## config.mk

```make
export PLATFORM = sky130hd
export DESIGN_NAME = led_color_effect_engine_unit
export DESIGN_NICKNAME = d
export VERILOG_FILES = /design/src/hdl/lce_pkg.sv /design/src/hdl/lce_divider.sv /design/src/hdl/led_color_effect_engine_unit.sv
export SDC_FILE = /design/constraint.sdc
export NUM_CORES = 2
export LEC_CHECK = 0
export BUFFER_PORTS_ARGS = -buffer_cell sky130_fd_sc_hd__clkbuf_2
export CELL_PAD_IN_SITES_DETAIL_PLACEMENT = 0
export CELL_PAD_IN_SITES_GLOBAL_PLACEMENT = 2
export CORE_ASPECT_RATIO = 2
export CORE_MARGIN = 5
export CORE_UTILIZATION = 40
export DETAILED_ROUTE_END_ITERATION = 8
export PLACE_DENSITY_LB_ADDON = 0.1
export SYNTH_ARGS = -nofsm -noshare
export SYNTH_HDL_FRONTEND = slang
export SYNTH_HIERARCHICAL = 1
export SYNTH_SLANG_ARGS = --single-unit
```

## constraint.sdc

```tcl
create_clock -name clock -period 13 [get_ports clock]
set_input_delay 2.6 -clock clock [delete_from_list [all_inputs] [get_ports clock]]
set_output_delay 2.6 -clock clock [all_outputs]
set_load 0.02 [all_outputs]
```

## src/hdl/lce_pkg.sv

```systemverilog
// types and constants for the led color effect engine
// no dependencies
package lce_pkg;
   typedef enum logic [2:0] {
      ACT_TICK   = 3'd0,
      ACT_SINGLE = 3'd1,
      ACT_FADE   = 3'd2,
      ACT_STROBE = 3'd3,
      ACT_OFF    = 3'd4
   } action_type;

   typedef enum logic [1:0] {
      EFF_SINGLE = 2'd0,
      EFF_FADE   = 2'd1,
      EFF_STROBE = 2'd2
   } effect_type;

   localparam logic [1:0] EASE_LINEAR = 2'd0;
   localparam logic [1:0] EASE_IN     = 2'd1;
   localparam logic [1:0] EASE_OUT    = 2'd2;
   localparam logic [1:0] EASE_INOUT  = 2'd3;

   typedef enum logic [3:0] {
      ST_IDLE,
      ST_DIV,
      ST_SQ,
      ST_CUBE,
      ST_EASE,
      ST_CH0,
      ST_CH1,
      ST_CH2,
      ST_OUT
   } state_type;

   typedef struct packed {
      logic [2:0]  action;
      logic [7:0]  red;
      logic [7:0]  green;
      logic [7:0]  blue;
      logic [7:0]  end_red;
      logic [7:0]  end_green;
      logic [7:0]  end_blue;
      logic [15:0] duration;
      logic [1:0]  easing;
      logic [15:0] strobe_period;
   } req_type;

   typedef struct packed {
      logic [7:0] out_red;
      logic [7:0] out_green;
      logic [7:0] out_blue;
      logic       color_written;
   } rsp_type;
endpackage

```

## src/hdl/lce_divider.sv

```systemverilog
// restoring divider: one quotient bit per cycle
// depends on nothing but its ports
module lce_divider #(
   parameter int NUM_BITS = 33,
   parameter int DEN_BITS = 16
) (
   input  logic                clock,
   input  logic                reset,
   input  logic                start,
   input  logic [NUM_BITS-1:0] numer,
   input  logic [DEN_BITS-1:0] denom,
   output logic                done,
   output logic [NUM_BITS-1:0] quot
);
   localparam int CW = $clog2(NUM_BITS + 1);
   logic [NUM_BITS-1:0] q_ff, q_in;
   logic [DEN_BITS:0]   r_ff, r_in;
   logic [CW-1:0]       cnt_ff, cnt_in;
   logic                busy_ff, busy_in;
   logic [DEN_BITS:0]   trial;

   // load on start, else one shift-subtract step
   always_comb begin
      q_in = q_ff;
      r_in = r_ff;
      cnt_in = cnt_ff;
      busy_in = busy_ff;
      trial = '0;
      if (start) begin
         q_in = numer;
         r_in = '0;
         cnt_in = CW'(NUM_BITS);
         busy_in = 1'b1;
      end else if (busy_ff) begin
         trial = {r_ff[DEN_BITS-1:0], q_ff[NUM_BITS-1]};
         if (trial >= {1'b0, denom}) begin
            r_in = trial - {1'b0, denom};
            q_in = {q_ff[NUM_BITS-2:0], 1'b1};
         end else begin
            r_in = trial;
            q_in = {q_ff[NUM_BITS-2:0], 1'b0};
         end
         cnt_in = cnt_ff - 1'b1;
         if (cnt_ff == CW'(1)) busy_in = 1'b0;
      end
   end

   always_ff @(posedge clock) begin
      if (reset) begin
         busy_ff <= 1'b0;
         cnt_ff <= '0;
      end else begin
         busy_ff <= busy_in;
         cnt_ff <= cnt_in;
      end
      q_ff <= q_in;
      r_ff <= r_in;
   end

   assign done = busy_ff && cnt_ff == CW'(1);
   assign quot = q_in;
endmodule

```

## src/hdl/led_color_effect_engine_unit.sv

```systemverilog
// led color effect engine top level: sequencer, state and one shared multiplier
// depends on lce_pkg and lce_divider
//
// Each item gives exactly one result. Commands, and ticks that do not
// advance a running fade, go from accept to the output step and then to the
// result. A tick during a fade runs the progress divide on the bit-serial
// divider, then up to five steps through the single shared multiplier
// (square, cube, three channels; linear easing skips square and cube) plus
// one ease step and one output step.
// The input is not ready while an item is at work; a finished result waits
// in the output register.
module led_color_effect_engine_unit #(
   parameter int TIME_BITS = 16,
   parameter int FRACTION_BITS = 16
) (
   input  logic             clock,
   input  logic             reset,
   input  logic             req_valid,
   output logic             req_ready,
   input  lce_pkg::req_type req_data,
   output logic             rsp_valid,
   input  logic             rsp_ready,
   output lce_pkg::rsp_type rsp_data
);
   import lce_pkg::*;

   localparam int F  = FRACTION_BITS;
   localparam int EW = TIME_BITS + 1;
   localparam int NW = EW + F;
   localparam int MW = F + 2;
   localparam logic [EW-1:0] EMAX = {EW{1'b1}};
   localparam logic [MW-1:0] ONE = MW'(1) << F;
   localparam int TB = (TIME_BITS < 16) ? TIME_BITS : 16;

   state_type st_ff, st_in;
   effect_type eff_ff, eff_in;
   logic [1:0] curve_ff, curve_in;
   logic [7:0] sc_ff [3], sc_in [3];
   logic [7:0] tc_ff [3], tc_in [3];
   logic [7:0] fc_ff [3], fc_in [3];
   logic [7:0] shc_ff [3], shc_in [3];
   logic [TIME_BITS-1:0] flen_ff, flen_in, fper_ff, fper_in;
   logic [EW-1:0] el_ff, el_in, el_inc;
   logic flon_ff, flon_in;
   logic [MW-1:0] p_ff, p_in, x_ff, x_in, e_ff, e_in;
   logic wr_ff, wr_in;
   logic rv_ff, rv_in;
   rsp_type rsp_ff, rsp_in;

   // shared multiplier operands
   logic [MW-1:0] ma, mb;
   logic [2*MW-1:0] mprod;
   logic [MW-1:0] mres;

   logic div_start, div_done;
   logic [NW-1:0] div_q;
   logic [7:0] s_c, t_c, dmag;

   lce_divider #(.NUM_BITS(NW), .DEN_BITS(TIME_BITS)) u_div (
      .clock(clock), .reset(reset), .start(div_start),
      .numer({el_inc, {F{1'b0}}}), .denom(flen_ff),
      .done(div_done), .quot(div_q)
   );

   assign el_inc = (el_ff < EMAX) ? el_ff + 1'b1 : el_ff;
   assign req_ready = (st_ff == ST_IDLE) && !rv_ff;

   // channel operands for the blend steps
   always_comb begin
      s_c = sc_ff[0];
      t_c = tc_ff[0];
      case (st_ff)
         ST_CH1: begin s_c = sc_ff[1]; t_c = tc_ff[1]; end
         ST_CH2: begin s_c = sc_ff[2]; t_c = tc_ff[2]; end
         default: ;
      endcase
      dmag = (t_c >= s_c) ? t_c - s_c : s_c - t_c;
   end

   // multiplier input select
   always_comb begin
      ma = x_ff;
      mb = x_ff;
      case (st_ff)
         ST_SQ:   begin ma = x_ff; mb = x_ff; end
         ST_CUBE: begin ma = e_ff; mb = x_ff; end
         ST_CH0, ST_CH1, ST_CH2: begin ma = e_ff; mb = MW'(dmag); end
         default: ;
      endcase
      mprod = ma * mb;
      mres = mprod[F +: MW];
   end

   // next state
   always_comb begin
      st_in = st_ff;
      unique case (st_ff)
         ST_IDLE: if (req_valid && req_ready) begin
            if (req_data.action == ACT_TICK && eff_ff == EFF_FADE && el_inc <= EW'(flen_ff))
               st_in = ST_DIV;
            else
               st_in = ST_OUT;
         end
         ST_DIV:  if (div_done) st_in = (curve_ff == EASE_LINEAR) ? ST_EASE : ST_SQ;
         ST_SQ:   st_in = ST_CUBE;
         ST_CUBE: st_in = ST_EASE;
         ST_EASE: st_in = ST_CH0;
         ST_CH0:  st_in = ST_CH1;
         ST_CH1:  st_in = ST_CH2;
         ST_CH2:  st_in = ST_OUT;
         ST_OUT:  st_in = ST_IDLE;
         default: st_in = ST_IDLE;
      endcase
   end

   // datapath and state updates
   always_comb begin
      logic [MW+1:0] c4;
      logic [MW-1:0] cv, ev;
      c4 = '0;
      cv = '0;
      ev = '0;
      eff_in = eff_ff; curve_in = curve_ff;
      sc_in = sc_ff; tc_in = tc_ff; fc_in = fc_ff; shc_in = shc_ff;
      flen_in = flen_ff; fper_in = fper_ff; el_in = el_ff; flon_in = flon_ff;
      p_in = p_ff; x_in = x_ff; e_in = e_ff; wr_in = wr_ff;
      rv_in = rv_ff; rsp_in = rsp_ff;
      div_start = 1'b0;
      if (rv_ff && rsp_ready) rv_in = 1'b0;
      case (st_ff)
         ST_IDLE: if (req_valid && req_ready) begin
            wr_in = 1'b0;
            case (req_data.action)
               ACT_TICK: begin
                  el_in = el_inc;
                  if (eff_ff == EFF_FADE) begin
                     if (el_inc > EW'(flen_ff)) eff_in = EFF_SINGLE;
                     else div_start = 1'b1;
                  end else if (eff_ff == EFF_STROBE && el_inc >= EW'(fper_ff)) begin
                     for (int i = 0; i < 3; i++) shc_in[i] = flon_ff ? fc_ff[i] : 8'd0;
                     flon_in = !flon_ff;
                     el_in = '0;
                     wr_in = 1'b1;
                  end
               end
               ACT_SINGLE: begin
                  eff_in = EFF_SINGLE;
                  shc_in[0] = req_data.red; shc_in[1] = req_data.green;
                  shc_in[2] = req_data.blue;
                  wr_in = 1'b1;
               end
               ACT_FADE: begin
                  sc_in[0] = req_data.red; sc_in[1] = req_data.green;
                  sc_in[2] = req_data.blue;
                  tc_in[0] = req_data.end_red; tc_in[1] = req_data.end_green;
                  tc_in[2] = req_data.end_blue;
                  shc_in[0] = req_data.red; shc_in[1] = req_data.green;
                  shc_in[2] = req_data.blue;
                  flen_in = TIME_BITS'(req_data.duration[TB-1:0]);
                  curve_in = req_data.easing;
                  el_in = '0;
                  eff_in = EFF_FADE;
                  wr_in = 1'b1;
               end
               ACT_STROBE: begin
                  fc_in[0] = req_data.red; fc_in[1] = req_data.green;
                  fc_in[2] = req_data.blue;
                  shc_in[0] = req_data.red; shc_in[1] = req_data.green;
                  shc_in[2] = req_data.blue;
                  fper_in = TIME_BITS'(req_data.strobe_period[TB-1:0]);
                  el_in = '0;
                  flon_in = 1'b0;
                  eff_in = EFF_STROBE;
                  wr_in = 1'b1;
               end
               ACT_OFF: begin
                  eff_in = EFF_SINGLE;
                  for (int i = 0; i < 3; i++) shc_in[i] = 8'd0;
                  wr_in = 1'b1;
               end
               default: ;
            endcase
         end
         ST_DIV: if (div_done) begin
            // progress never exceeds one here
            p_in = div_q[MW-1:0];
            if (curve_ff == EASE_IN || (curve_ff == EASE_INOUT && div_q[MW-1:0] < (ONE >> 1)))
               x_in = div_q[MW-1:0];
            else
               x_in = ONE - div_q[MW-1:0];
            e_in = div_q[MW-1:0];
         end
         ST_SQ:   e_in = mres;
         ST_CUBE: e_in = mres;
         ST_EASE: begin
            cv = e_ff;
            c4 = {cv, 2'b00};
            case (curve_ff)
               EASE_IN: ev = cv;
               EASE_OUT: ev = (cv > ONE) ? '0 : ONE - cv;
               EASE_INOUT: begin
                  if (p_ff < (ONE >> 1)) ev = (c4 > (MW+2)'(ONE)) ? ONE : c4[MW-1:0];
                  else ev = (c4 > (MW+2)'(ONE)) ? '0 : ONE - c4[MW-1:0];
               end
               default: ev = p_ff;
            endcase
            e_in = (ev > ONE) ? ONE : ev;
         end
         ST_CH0, ST_CH1, ST_CH2: begin
            for (int i = 0; i < 3; i++) begin
               if ((st_ff == ST_CH0 && i == 0) || (st_ff == ST_CH1 && i == 1) ||
                   (st_ff == ST_CH2 && i == 2))
                  shc_in[i] = (t_c >= s_c) ? s_c + mres[7:0] : s_c - mres[7:0];
            end
            wr_in = 1'b1;
         end
         ST_OUT: begin
            rsp_in.out_red = shc_ff[0];
            rsp_in.out_green = shc_ff[1];
            rsp_in.out_blue = shc_ff[2];
            rsp_in.color_written = wr_ff;
            rv_in = 1'b1;
         end
         default: ;
      endcase
   end

   always_ff @(posedge clock) begin
      if (reset) begin
         st_ff <= ST_IDLE;
         eff_ff <= EFF_SINGLE;
         curve_ff <= EASE_LINEAR;
         for (int i = 0; i < 3; i++) begin
            sc_ff[i] <= '0; tc_ff[i] <= '0; fc_ff[i] <= '0; shc_ff[i] <= '0;
         end
         flen_ff <= '0;
         fper_ff <= '0;
         el_ff <= '0;
         flon_ff <= 1'b0;
         rv_ff <= 1'b0;
         wr_ff <= 1'b0;
      end else begin
         st_ff <= st_in;
         eff_ff <= eff_in;
         curve_ff <= curve_in;
         sc_ff <= sc_in; tc_ff <= tc_in; fc_ff <= fc_in; shc_ff <= shc_in;
         flen_ff <= flen_in;
         fper_ff <= fper_in;
         el_ff <= el_in;
         flon_ff <= flon_in;
         rv_ff <= rv_in;
         wr_ff <= wr_in;
      end
      p_ff <= p_in;
      x_ff <= x_in;
      e_ff <= e_in;
      rsp_ff <= rsp_in;
   end

   assign rsp_valid = rv_ff;
   assign rsp_data = rsp_ff;
endmodule

```

==> impl_metrics.py <==
metrics = {
    "cts": {
        "cts_tree": "done",
        "root_buffer": "clkbuf_16",
        "clock_sinks": 290,
        "clk_pin_slew_worst_paths_ns": 0.07,
        "clk_path_buf_depth": 3,
        "ctsHtreeMaxLevel": 1,
        "clock_latency_ns": 0.56,
        "cts_buffers": 26,
    },
    "critical_path": {
        "ff2ff_setup_slack_ns": 0.87,
        "cp.arrival_ns": 12.60,
        "worst-setup-path-type": "register to register",
        "crit_fanout": 20,
        "slowest_delay_ns": 0.63,
        "crit_top_cell": "fa_1",
        "rr_endpoint": "shc_ff[6]",
        "cp.required_ns": 13.47,
        "crit_slowest_cell": "dfxtp_1",
        "r2r_cells": 43,
        "endpoint_kind": "register",
        "cp-start-kind": "register",
        "r2r-start": "st_ff[1]",
    },
    "place": {
        "hpwlAfterDp_um": 72100,
        "place_ws_ns": 0.140,
        "place_area_um2": 28300,
        "globalplace.congestion": 0.891,
        "port_buffers": 115,
    },
    "synthesis": {
        "async_flop_share_pct": 0,
        "syn-cell-area_um2": 26600,
        "avgSynthCellArea_um2": 8.45,
        "synth_cells": 3142,
        "synth_top_family_by_area": "adder cells",
        "synth_edf_count": 78,
        "synth_compound_area_share_pct": 14.1,
        "synthXorXnorAreaFrac_pct": 3.48,
        "synth_simple_gate_area_share_pct": 17.4,
        "synth-seq-cells": 290,
        "synthMuxAreaShare_pct": 4.19,
        "post_synth_fa_ha_maj_area_fraction_pct": 27.5,
        "yosysTopAreaCellShare_pct": 19.4,
        "synthFlopType": "dfxtp_1",
        "ys_seq_area_share_pct": 24.8,
        "yosysWarnings": 6,
        "synthDistinctLibCells": 107,
        "synth_area_leaders": "fa_1 (19%), dfxtp_1 (16%), edfxtp_1 (8.8%)",
        "synth_top_cell_by_area": "fa_1",
    },
    "hold_path": {
        "hold_depth": 0,
        "worst_hold_startpoint": "shc_ff[8]",
        "worstHoldEndpoint": "rsp_data[9]",
        "min_path_type": "register to register",
    },
    "finish": {
        "final_core_util_pct": 44.5,
        "final_area_um2": 29300,
        "nNetsFinal": 3732,
        "area_growth_pct": 10.2,
        "drive_gt1_share_pct": 10.2,
        "diodes": 0,
    },
    "drt": {
        "drc": 0,
        "routed_wl_um": 88500,
        "routedWlPerCell_um": 21.5,
        "drtIter0Drc": 1185,
        "viasPerCell": 5.30,
        "drtPass1Iterations": 7,
        "drtAntennaViolNets": 0,
        "dr_total_vias": 21800,
    },
    "status": {
        "outcome": "finished, final reports clean",
    },
    "timing": {
        "hold_viol": 0,
        "fmax_ghz": 0.0824,
        "tightest_slew_ns": 1.24,
        "setup_violations": 0,
        "grt_setup_unrepaired": "no",
        "finalSetupTns_ns": 0,
        "fin_skew_ns": 0.0125,
        "min_period_ns": 12.13,
        "finalWorstSetupSlack_ns": 0.866,
        "max-slew-margin-rel_pct": 17.4,
        "drv_slew": 0,
        "finalCritPeriodShare_pct": 93.3,
    },
    "die": {
        "rows": 133,
        "start_util_pct": 40.4,
        "fp.coreArea_um2": 65700,
        "die-width_um": 192,
        "dieHeight_um": 374,
        "ios": 116,
        "die_area_um2": 72000,
    },
    "global_route": {
        "gr-total-overflow": 0,
        "grt_max_degree": 91,
        "antenna_found_initial": 0,
        "grt_use_total_pct": 24.7,
        "grt_first_pass_wirelength_um": 137000,
        "grt_pass1_vias": 23500,
    },
    "pwr": {
        "powerDensity_nw_per_um2": 71.0,
        "static-leakage-power_nw": 12.6,
        "total_power_w": 0.00208,
        "ir_worst_vdd_mv": 0.131,
    },
    "job": {
        "drv_cap": 0,
    },
}
-- sequential cells by signal, indices dropped and copies added, names as in the netlist --
name,cells
sc_ff,24
shc_ff,24
u_div/r_ff,16
st_ff,4
tc_ff,24
e_ff,18
x_ff,17
wr_ff,1
p_ff,18
flen_ff,16
u_div/busy_ff,1
u_div/cnt_ff,6
fper_ff,16
flon_ff,1
eff_ff,2
fc_ff,24
rsp_valid,1
rsp_data,25
u_div/q_ff,33
curve_ff,2
el_ff,17
-- where the power goes --
| group | total (W) | internal (W) | switching [W] |
|---|---|---|---|
| Sequential | 0.000972 | 0.000954 | 0.0000180 |
| Combinational | 0.000237 | 0.0000897 | 0.000147 |
| Clock | 0.000869 | 0.000498 | 0.000371 |
-- worst max path at each step --
stage / from / end / slack (ns) / cells after the start
finish: st_ff[1] / shc_ff[6] / 0.87 / 43
global route: st_ff[1] / shc_ff[6] / 0.004 / 43
CTS: st_ff[1] / shc_ff[6] / 0.09 / 43
detailed placement: st_ff[1] / shc_ff[6] / 0.14 / 43
global placement: st_ff[3] / shc_ff[6] / 0.42 / 44
floorplan: st_ff[0] / shc_ff[6] / 1.66 / 46
-- timing repair --
| item | 4_1_cts | 5_1_grt |
|---|---|---|
| resized for setup | 0 | 8 |
| hold buffers | 0 | 0 |
| setup endpoints to repair | 0 | 21 |
| setup buffers | 0 | 0 |
-- Yosys cell counts (all sizes together), types with 14 or more instances --
| master | instances |
|---|---|
| or2 | 20 |
| fa | 257 |
| inv | 427 |
| mux2 | 18 |
| a22oi | 31 |
| nand2 | 471 |
| nand2b | 15 |
| o21ai | 132 |
| or3 | 23 |
| and3 | 14 |
| nor2 | 297 |
| nand4 | 18 |
| a21oi | 216 |
| a211oi | 27 |
| xnor2 | 64 |
| o21a | 23 |
| nor2b | 17 |
| edfxtp | 78 |
| nor3 | 43 |
| buf | 35 |
| and2 | 19 |
| a21o | 21 |
| ha | 172 |
| nand3 | 48 |
| mux2i | 91 |
| xor2 | 38 |
| dfxtp | 212 |
| clkbuf | 123 |
-- layout make-up --
cell class / count / area (um2)
Multi-Input combinational cell: 2281 / 17900
Inverter: 428 / 1610
Fill cell: 6625 / 36500
Clock buffer: 30 / 717
Sequential cell: 290 / 6590
Timing Repair Buffer: 187 / 1120
Clock inverter: 18 / 229
Tap cell: 877 / 1100
-- cell usage in the layout, fill, tap and decap left out, drive strengths merged, types with 31 or more instances in the layout --
master / n
dfxtp: 212
clkbuf: 144
nand3: 48
mux2i: 91
inv: 430
xor2: 38
nor2: 297
xnor2: 64
nor3: 43
buf: 73
a21oi: 216
o21ai: 132
ha: 172
edfxtp: 78
fa: 257
nand2: 471
a22oi: 31
-- kinds of logic after synthesis --
family,count (synthesis)
AOI/OAI and AO/OA,583
and+or+nand+nor,1039
adders and majority gates,431
muxes,109
DFF,290
other,1
xor gates and xnor gates,103
buffers and inverters,586
-- through the flow --
| step | hold slack, ns | std cells |
|---|---|---|
| after floorplan | 0.403 | 3157 |
| after global placement | 0.414 | 4063 |
| after detailed placement | 0.420 | 4063 |
| after CTS | 0.437 | 4111 |
| after global routing | 0.445 | 4111 |
| final | 0.434 | 4111 |
-- metal layers --
metal / vias up / wire [um] / track usage [%]
li1: 10500 / - / -
met1: 10700 / 30300 / 24.8
met2: 464 / 50800 / 49.6
met3: 189 / 2160 / 1.42
met4: 0 / 5220 / 12.1
met5: - / 0 / 0
-- worst max-delay path, delay by kind of cell, from the launching register on --
kind | cells | cell delay [ns]
flip-flops | 1 | 0.63
multiplexers | 3 | 0.94
AO/OA/AOI/OAI | 13 | 3.42
AND/OR/NAND/NOR | 5 | 0.71
XOR/XNOR | 2 | 0.49
adder cells (fa/ha/maj) | 11 | 4.82
buffers and inverters | 9 | 1.02
No activity file was read; power rests on OpenSTA's default activity.
